File: src/rtl/core/bcd_pkg.sv
package bcd_pkg;

    localparam int ENTRIES = 32;
    localparam int IDX_W   = (ENTRIES > 1) ? $clog2(ENTRIES) : 1;

    localparam int KEY_W   = 40;
    localparam int CNT_W   = 8;
    localparam int STAMP_W = 32;
    localparam int SEL_W   = 5;

    localparam logic [CNT_W-1:0]   COUNT_MAX = '1;
    localparam logic [STAMP_W-1:0] STAMP_MAX = '1;

    localparam logic [1:0] ACT_LOOKUP  = 2'd0;
    localparam logic [1:0] ACT_RELEASE = 2'd1;
    localparam logic [1:0] ACT_PIN     = 2'd2;
    localparam logic [1:0] ACT_UNPIN   = 2'd3;

    typedef struct packed {
        logic [KEY_W-1:0]   key;
        logic [CNT_W-1:0]   cnt;
        logic [STAMP_W-1:0] stamp;
        logic               filled;
    } entry_t;

    typedef struct packed {
        logic [1:0]         action;
        logic [7:0]         device_id;
        logic [31:0]        block_number;
        logic [SEL_W-1:0]   entry_sel;
        logic [STAMP_W-1:0] time_now;
    } item_t;

    typedef struct packed {
        logic [SEL_W-1:0] entry_index;
        logic             needs_read;
        logic             was_hit;
        logic             no_free_entry;
        logic             count_error;
    } res_t;

    typedef struct packed {
        logic             en;
        logic [IDX_W-1:0] addr;
    } ram_rd_t;

    typedef struct packed {
        logic             en;
        logic [IDX_W-1:0] addr;
        entry_t           data;
    } ram_wr_t;

endpackage

File: src/rtl/core/bcd_dir_ram.sv
module bcd_dir_ram (
    input  logic             aclk,
    input  logic             aresetn,
    input  bcd_pkg::ram_rd_t rd,
    output bcd_pkg::entry_t  rd_data,
    input  bcd_pkg::ram_wr_t wr
);

    bcd_pkg::entry_t entry_mem [bcd_pkg::ENTRIES];

    logic [bcd_pkg::ENTRIES-1:0] valid_reg;
    logic                        rd_valid_reg;
    bcd_pkg::entry_t             data_reg;

    // an entry never written reads as its reset value, all zero
    assign rd_data = rd_valid_reg ? data_reg : '0;

    always_ff @(posedge aclk) begin
        if (wr.en) begin
            entry_mem[wr.addr] <= wr.data;
        end
        if (rd.en) begin
            data_reg <= entry_mem[rd.addr];
        end
    end

    always_ff @(posedge aclk) begin
        if (!aresetn) begin
            valid_reg    <= '0;
            rd_valid_reg <= 1'b0;
        end else begin
            if (wr.en) begin
                valid_reg[wr.addr] <= 1'b1;
            end
            if (rd.en) begin
                rd_valid_reg <= valid_reg[rd.addr];
            end
        end
    end

endmodule

File: src/rtl/core/bcd_ctrl.sv
module bcd_ctrl (
    input  logic             aclk,
    input  logic             aresetn,
    input  logic             in_valid,
    output logic             in_ready,
    input  bcd_pkg::item_t   in_item,
    output bcd_pkg::ram_rd_t rd,
    input  bcd_pkg::entry_t  rd_data,
    output bcd_pkg::ram_wr_t wr,
    output logic             res_valid,
    input  logic             res_ready,
    output bcd_pkg::res_t    res
);

    localparam logic [1:0] ST_IDLE = 2'd0;
    localparam logic [1:0] ST_SCAN = 2'd1;
    localparam logic [1:0] ST_WB   = 2'd2;
    localparam logic [1:0] ST_OP   = 2'd3;

    localparam logic [bcd_pkg::IDX_W-1:0] LAST_IDX = bcd_pkg::IDX_W'(bcd_pkg::ENTRIES - 1);

    logic [1:0]                        state_reg, state_next;
    logic [1:0]                        act_reg, act_next;
    logic [bcd_pkg::KEY_W-1:0]         key_reg, key_next;
    logic [bcd_pkg::SEL_W-1:0]         sel_reg, sel_next;
    logic [bcd_pkg::STAMP_W-1:0]       now_reg, now_next;
    logic [bcd_pkg::IDX_W-1:0]         cnt_reg, cnt_next;
    logic                              found_reg, found_next;
    logic [bcd_pkg::IDX_W-1:0]         match_idx_reg, match_idx_next;
    bcd_pkg::entry_t                   match_ent_reg, match_ent_next;
    logic                              any_reg, any_next;
    logic [bcd_pkg::IDX_W-1:0]         free_idx_reg, free_idx_next;
    logic [bcd_pkg::STAMP_W-1:0]       best_reg, best_next;

    logic                              key_eq;
    logic                              is_free;
    logic                              sel_in_range;
    bcd_pkg::entry_t                   upd;

    assign in_ready     = (state_reg == ST_IDLE);
    assign key_eq       = (rd_data.key == key_reg);
    assign is_free      = (rd_data.cnt == '0) && (rd_data.stamp <= best_reg);
    assign sel_in_range = ({27'd0, sel_reg} < 32'(bcd_pkg::ENTRIES));

    always_comb begin
        state_next     = state_reg;
        act_next       = act_reg;
        key_next       = key_reg;
        sel_next       = sel_reg;
        now_next       = now_reg;
        cnt_next       = cnt_reg;
        found_next     = found_reg;
        match_idx_next = match_idx_reg;
        match_ent_next = match_ent_reg;
        any_next       = any_reg;
        free_idx_next  = free_idx_reg;
        best_next      = best_reg;
        rd             = '0;
        wr             = '0;
        res_valid      = 1'b0;
        res            = '0;
        upd            = rd_data;

        unique case (state_reg)
            ST_IDLE: begin
                if (in_valid) begin
                    act_next   = in_item.action;
                    key_next   = {in_item.device_id, in_item.block_number};
                    sel_next   = in_item.entry_sel;
                    now_next   = in_item.time_now;
                    cnt_next   = '0;
                    found_next = 1'b0;
                    any_next   = 1'b0;
                    best_next  = bcd_pkg::STAMP_MAX;
                    rd.en      = 1'b1;
                    if (in_item.action == bcd_pkg::ACT_LOOKUP) begin
                        rd.addr    = '0;
                        state_next = ST_SCAN;
                    end else begin
                        rd.addr    = bcd_pkg::IDX_W'(in_item.entry_sel);
                        state_next = ST_OP;
                    end
                end
            end
            ST_SCAN: begin
                // later matches and equal stamps win: highest index takes ties
                if (key_eq) begin
                    found_next     = 1'b1;
                    match_idx_next = cnt_reg;
                    match_ent_next = rd_data;
                end
                if (is_free) begin
                    any_next      = 1'b1;
                    free_idx_next = cnt_reg;
                    best_next     = rd_data.stamp;
                end
                if (cnt_reg == LAST_IDX) begin
                    state_next = ST_WB;
                end else begin
                    rd.en    = 1'b1;
                    rd.addr  = cnt_reg + 1'b1;
                    cnt_next = cnt_reg + 1'b1;
                end
            end
            ST_WB: begin
                res_valid = 1'b1;
                if (found_reg) begin
                    upd        = match_ent_reg;
                    upd.filled = 1'b1;
                    if (match_ent_reg.cnt == bcd_pkg::COUNT_MAX) begin
                        res.count_error = 1'b1;
                    end else begin
                        upd.cnt = match_ent_reg.cnt + 1'b1;
                    end
                    wr.en           = res_ready;
                    wr.addr         = match_idx_reg;
                    wr.data         = upd;
                    res.entry_index = bcd_pkg::SEL_W'(match_idx_reg);
                    res.needs_read  = !match_ent_reg.filled;
                    res.was_hit     = 1'b1;
                end else if (any_reg) begin
                    upd.key    = key_reg;
                    upd.cnt    = bcd_pkg::CNT_W'(1);
                    upd.stamp  = best_reg;
                    upd.filled = 1'b1;
                    wr.en           = res_ready;
                    wr.addr         = free_idx_reg;
                    wr.data         = upd;
                    res.entry_index = bcd_pkg::SEL_W'(free_idx_reg);
                    res.needs_read  = 1'b1;
                end else begin
                    res.no_free_entry = 1'b1;
                end
                if (res_ready) begin
                    state_next = ST_IDLE;
                end
            end
            ST_OP: begin
                res_valid       = 1'b1;
                res.entry_index = sel_reg;
                if (sel_in_range) begin
                    unique case (act_reg)
                        bcd_pkg::ACT_PIN: begin
                            if (rd_data.cnt == bcd_pkg::COUNT_MAX) begin
                                res.count_error = 1'b1;
                            end else begin
                                upd.cnt = rd_data.cnt + 1'b1;
                            end
                        end
                        bcd_pkg::ACT_RELEASE, bcd_pkg::ACT_UNPIN: begin
                            if (rd_data.cnt == '0) begin
                                res.count_error = 1'b1;
                            end else begin
                                upd.cnt = rd_data.cnt - 1'b1;
                            end
                            if (act_reg == bcd_pkg::ACT_RELEASE) begin
                                upd.stamp = now_reg;
                            end
                        end
                        default: begin
                            upd = rd_data;
                        end
                    endcase
                    wr.en   = res_ready;
                    wr.addr = bcd_pkg::IDX_W'(sel_reg);
                    wr.data = upd;
                end
                if (res_ready) begin
                    state_next = ST_IDLE;
                end
            end
            default: begin
                state_next = ST_IDLE;
            end
        endcase
    end

    always_ff @(posedge aclk) begin
        if (!aresetn) begin
            state_reg <= ST_IDLE;
        end else begin
            state_reg <= state_next;
        end
    end

    always_ff @(posedge aclk) begin
        act_reg       <= act_next;
        key_reg       <= key_next;
        sel_reg       <= sel_next;
        now_reg       <= now_next;
        cnt_reg       <= cnt_next;
        found_reg     <= found_next;
        match_idx_reg <= match_idx_next;
        match_ent_reg <= match_ent_next;
        any_reg       <= any_next;
        free_idx_reg  <= free_idx_next;
        best_reg      <= best_next;
    end

endmodule

File: src/rtl/core/block_cache_directory_lru.sv
// Channel | Dir | Beat contents
// s_      | in  | tuser: action[1:0]; tdata: device_id, block_number, entry_sel, time_now
// m_      | out | tdata: entry_index, needs_read, was_hit, no_free_entry, count_error
//
// Lookup: accept, 32 entry reads through the directory RAM's single
// read port, one write-back. Release, pin, unpin: accept with the read
// issued, then update and write-back. The RAM read port paces the scan at one
// entry per cycle.
// Reset (aresetn low, synchronous) clears the entry valid bits at once; no clearing pass.
// A full result register takes the next beat only once m_tready frees it; s_tready
// is high whenever the sequencer is idle, even with a result still waiting.
module block_cache_directory_lru (
    input  logic        aclk,
    input  logic        aresetn,
    input  logic        s_tvalid,
    output logic        s_tready,
    input  logic [79:0] s_tdata,  // device_id[7:0], block_number[39:8], entry_sel[44:40],
                                  // time_now[76:45], zero[79:77]
    input  logic [1:0]  s_tuser,  // action[1:0]
    output logic        m_tvalid,
    input  logic        m_tready,
    output logic [15:0] m_tdata   // entry_index[4:0], needs_read[5], was_hit[6],
                                  // no_free_entry[7], count_error[8], zero[15:9]
);

    bcd_pkg::item_t   in_item;
    bcd_pkg::ram_rd_t rd;
    bcd_pkg::ram_wr_t wr;
    bcd_pkg::entry_t  rd_data;
    bcd_pkg::res_t    res;
    logic             res_valid;
    logic             res_ready;

    bcd_pkg::res_t    out_reg;
    logic             out_full_reg;

    assign in_item.action       = s_tuser;
    assign in_item.device_id    = s_tdata[7:0];
    assign in_item.block_number = s_tdata[39:8];
    assign in_item.entry_sel    = s_tdata[44:40];
    assign in_item.time_now     = s_tdata[76:45];

    bcd_dir_ram u_ram (
        .aclk    (aclk),
        .aresetn (aresetn),
        .rd      (rd),
        .rd_data (rd_data),
        .wr      (wr)
    );

    bcd_ctrl u_ctrl (
        .aclk      (aclk),
        .aresetn   (aresetn),
        .in_valid  (s_tvalid),
        .in_ready  (s_tready),
        .in_item   (in_item),
        .rd        (rd),
        .rd_data   (rd_data),
        .wr        (wr),
        .res_valid (res_valid),
        .res_ready (res_ready),
        .res       (res)
    );

    assign res_ready = !out_full_reg || m_tready;
    assign m_tvalid  = out_full_reg;
    assign m_tdata   = {7'd0, out_reg.count_error, out_reg.no_free_entry, out_reg.was_hit,
                        out_reg.needs_read, out_reg.entry_index};

    always_ff @(posedge aclk) begin
        if (!aresetn) begin
            out_full_reg <= 1'b0;
        end else if (res_valid && res_ready) begin
            out_full_reg <= 1'b1;
        end else if (m_tready) begin
            out_full_reg <= 1'b0;
        end
    end

    always_ff @(posedge aclk) begin
        if (res_valid && res_ready) begin
            out_reg <= res;
        end
    end

    // the RAM is only written while the sequencer is busy
    assert property (@(posedge aclk) disable iff (!aresetn) wr.en |-> !s_tready)
        else $error("directory written while idle");

    // a lookup without a free entry grants nothing
    assert property (@(posedge aclk) disable iff (!aresetn)
        (m_tvalid && m_tdata[7]) |-> (m_tdata[6:0] == 7'd0 && !m_tdata[8]))
        else $error("no_free_entry beat carries a grant");

    // a result is only handed over as the sequencer returns to idle
    assert property (@(posedge aclk) disable iff (!aresetn)
        (res_valid && res_ready) |=> s_tready)
        else $error("sequencer busy after result");

    // never read and write one entry in the same cycle
    assert property (@(posedge aclk) disable iff (!aresetn)
        (wr.en && rd.en && wr.addr == rd.addr) |-> 1'b0)
        else $error("read and write of one entry in the same cycle");

endmodule

File: config.mk
export PLATFORM = sky130hd
export DESIGN_NAME = block_cache_directory_lru
export DESIGN_NICKNAME = d
export VERILOG_FILES = /design/src/rtl/core/bcd_pkg.sv /design/src/rtl/core/bcd_dir_ram.sv /design/src/rtl/core/bcd_ctrl.sv /design/src/rtl/core/block_cache_directory_lru.sv
export SDC_FILE = /design/constraint.sdc
export NUM_CORES = 2
export LEC_CHECK = 0
export BUFFER_PORTS_ARGS = -buffer_cell sky130_fd_sc_hd__buf_2
export CORE_MARGIN = 4
export CORE_UTILIZATION = 65
export CTS_BUF_LIST = sky130_fd_sc_hd__clkbuf_8
export DETAILED_ROUTE_END_ITERATION = 10
export GPL_TIMING_DRIVEN = 0
export PLACE_DENSITY_LB_ADDON = 0.25
export SYNTH_ARGS = -nofsm -noshare
export SYNTH_HDL_FRONTEND = slang
export SYNTH_SLANG_ARGS = --single-unit
export TNS_END_PERCENT = 30
File: constraint.sdc
create_clock -name aclk -period 17.8 [get_ports aclk]
set_input_delay 0.89 -clock aclk [delete_from_list [all_inputs] [get_ports aclk]]
set_output_delay 0.89 -clock aclk [all_outputs]
set_load 0.01 [all_outputs]
==> run summary <==
Post-route ant nets: 0
CP startpoint kind: flip-flop
Die area: 179000 um^2
Nets: 6793
Main combinational cell family by area after synthesis: multiplexers
Worst-Margin Slew: 1.758 ns
Clk sinks: 2927
Cts bufs inserted: 455
Pleak: 42.78 nW
PortBufs: 92
Gpl congestion: 0.9397
Crit. End Element: flip-flop
TritonCTS clock tree: yes
Row cnt: 152
Setup violations, final: 0
Remaining Overflow, GRT: 0
Core box area: 171500 um^2
Detail Placement HPWL: 217.5 mm
Post-synth top flop: edfxtp_1
Pre-CTS setup slack: 12.26 ns
Vias: 65590
Die Span X: 423.1 um
Die Y: 423.1 um
Post-synth EDFFs: 2891
Critical Path RT: 18.61 ns
Non-Filler Instances: 9340
Worst-path cell chain: clkbuf_1 > buf_2 > clkbuf_1 > clkbuf_1 > nand2_1 > inv_1 > ha_1 > nand3_1 > or3_1 > nor3_1 > nand4_1 > nand2_1 > a31oi_1 > o21ai_4 > buf_16
Top cell type's share of synthesized area: 77.52%
Placed insts: 8467
Worst-path maximum fanout: 17
Tmin final: 5.840 ns
Crit path max-delay family: buffers and inverters
Status: finished with violations
Layout area overhead: 15.02%
H-tree levels: 5
Top-level I/O count: 104
RSZ-0062 raised after global routing: false
Max-slew violation count: 17
FILL cells: 9213
CTS clk-pin slew, worst paths: 0.06 ns
WL per Instance: 34.44 um
Fin. Hold Viols: 0
Skew-Pair Late Insertion Delay: 1.16 ns
Most frequent CP cell: clkbuf_1
Worst clock skew: 0.08687 ns
WP data arrival: 6.65 ns
Tot Pwr: 14.52 mW
WHS: 0.04258 ns
DRT Pass-1 Iters: 9
Post-DP Area: 120300 um^2
First-pass GRT wire length: 456.5 mm
Setup Buffers After CTS: 0
Sequential share of the synthesized area: 78.16%
Largest net degree at the start of global routing: 58
Commonest cells post-synth: 2891 x edfxtp_1, 683 x nand2_1, 527 x mux4_2, 211 x nand3_1, 208 x o22ai_1
Core Util, Final: 75.09%
FF+latch count, synth: 2927
Distinct cells, synth: 67
Worst min path class: input pin to flip-flop
Iteration-0 DRC count of the detailed router: 12590
Yosys top cell by area: edfxtp_1
Total GRT Usage: 36.20%
Mapped Cells: 5844
Failing checks: capacitance limit, slew limit
Count leader, synth: edfxtp_1
Number of global-route vias before repair: 64060
Clk buf depth: 4
Starting Density: 65.28%
Synth Area in Adders: 0.4134%
Crit-path slowest cell: clkbuf_1
Yosys warns: 0
Rel. slew slack: -17.61%
Hold-fix buffers, CTS: 54
PwrDens: 112.8 nW/um^2
Maxcap violations: 2
Post-Syn Area: 112000 um^2
Async SR Flop Fraction: 0%
Setup TNS: 0 ns
Mean post-synth cell area: 19.16 um^2
Mux cell area share after synthesis: 10.67%
Final worst-path cycle share: 32.81%
Critical path type: flip-flop to flip-flop
Fin area: 128800 um^2
Top post-synthesis cells by area: edfxtp_1 78%, mux4_2 11%, nand2_1 2.3%
Peak supply drop: 0.1031 mV
Root buffer cell: clkbuf_8
Layout cells sized above 1: 23.16%
DR vias/cell: 7.022
Initial antenna violation count: 13
Complex-gate fraction of the synthesized area: 3.725%
Highest clock rate: 171.2 MHz
Post-Synth XOR/XNOR Area: 0.3050%
Simple-gate share of the synthesized area: 4.899%
Gates resized, CTS repair: 0
Critical path buffer and inverter count: 6
Setup WS post-layout: 11.96 ns
Final WL: 321.7 mm
Largest register FFs: 2592
DRC violations left: 0
CP max stage delay: 0.78 ns
## logic make-up after synthesis
logic type / after synthesis
adder cells (fa/ha/maj): 37
multiplexers: 535
flip-flops: 2927
buffers and inverters: 436
AND/OR/NAND/NOR: 1230
XOR/XNOR: 39
other: 1
AO/OA/AOI/OAI: 639
## cell usage in the layout (no fill, tap or decap), types with 109 or more instances in the layout
master | Yosys | layout
edfxtp_1 | 2891 | 2891
nand2_1 | 683 | 683
mux4_2 | 527 | 527
clkbuf_8 | 0 | 464
inv_1 | 112 | 266
nand3_1 | 211 | 211
o22ai_1 | 208 | 201
clkbuf_1 | 165 | 162
buf_2 | 66 | 158
a22oi_1 | 132 | 132
clkinv_1 | 2 | 126
nand4_1 | 109 | 109
## layer usage
| metal | up-vias | global-route usage [%] | part of all wire, % | wire, um |
|---|---|---|---|---|
| met5 | - | 0 | 0.097 | 312 |
| met4 | 20 | 17.81 | 5.9 | 18890 |
| met3 | 1029 | 12.88 | 16 | 50710 |
| met2 | 6151 | 50.99 | 44 | 140000 |
| met1 | 32930 | 51.28 | 35 | 111800 |
| li1 | 25460 | - | - | - |
## path summary, 6_finish.rpt
path | startpoint | end | slack (ns) | cells after the start
worst max register to register | u_ram.rd_valid_reg | u_ctrl.best_reg[20] | 11.96 | 15
worst min-delay path | s_tdata[9] | u_ctrl.key_reg[1] | 0.04 | 1
worst min register to register | u_ram.valid_reg[2] | u_ram.valid_reg[2] | 0.47 | 1
worst max-delay path | u_ram.rd_valid_reg | u_ctrl.best_reg[20] | 11.96 | 15
## report_power, final
| part | internal, mW | switching, mW |
|---|---|---|
| clock network | 2.46 | 2.57 |
| registers | 7.73 | 0.0944 |
| logic | 0.576 | 1.09 |
## final cells by class
type	count	area, um^2	share of cell area (%)
clock buffers	464	6386	4.958
diodes	14	35.03	0.02720
multi-input cells	2487	23030	17.88
plain buffers	322	1614	1.253
flip-flops and latches	2927	87530	67.96
well taps	2310	2890	2.244
clock inverters	339	1479	1.148
repair buffers	363	5413	4.202
inverters	114	430.4	0.3341
Power figures use the tool's default switching activity.
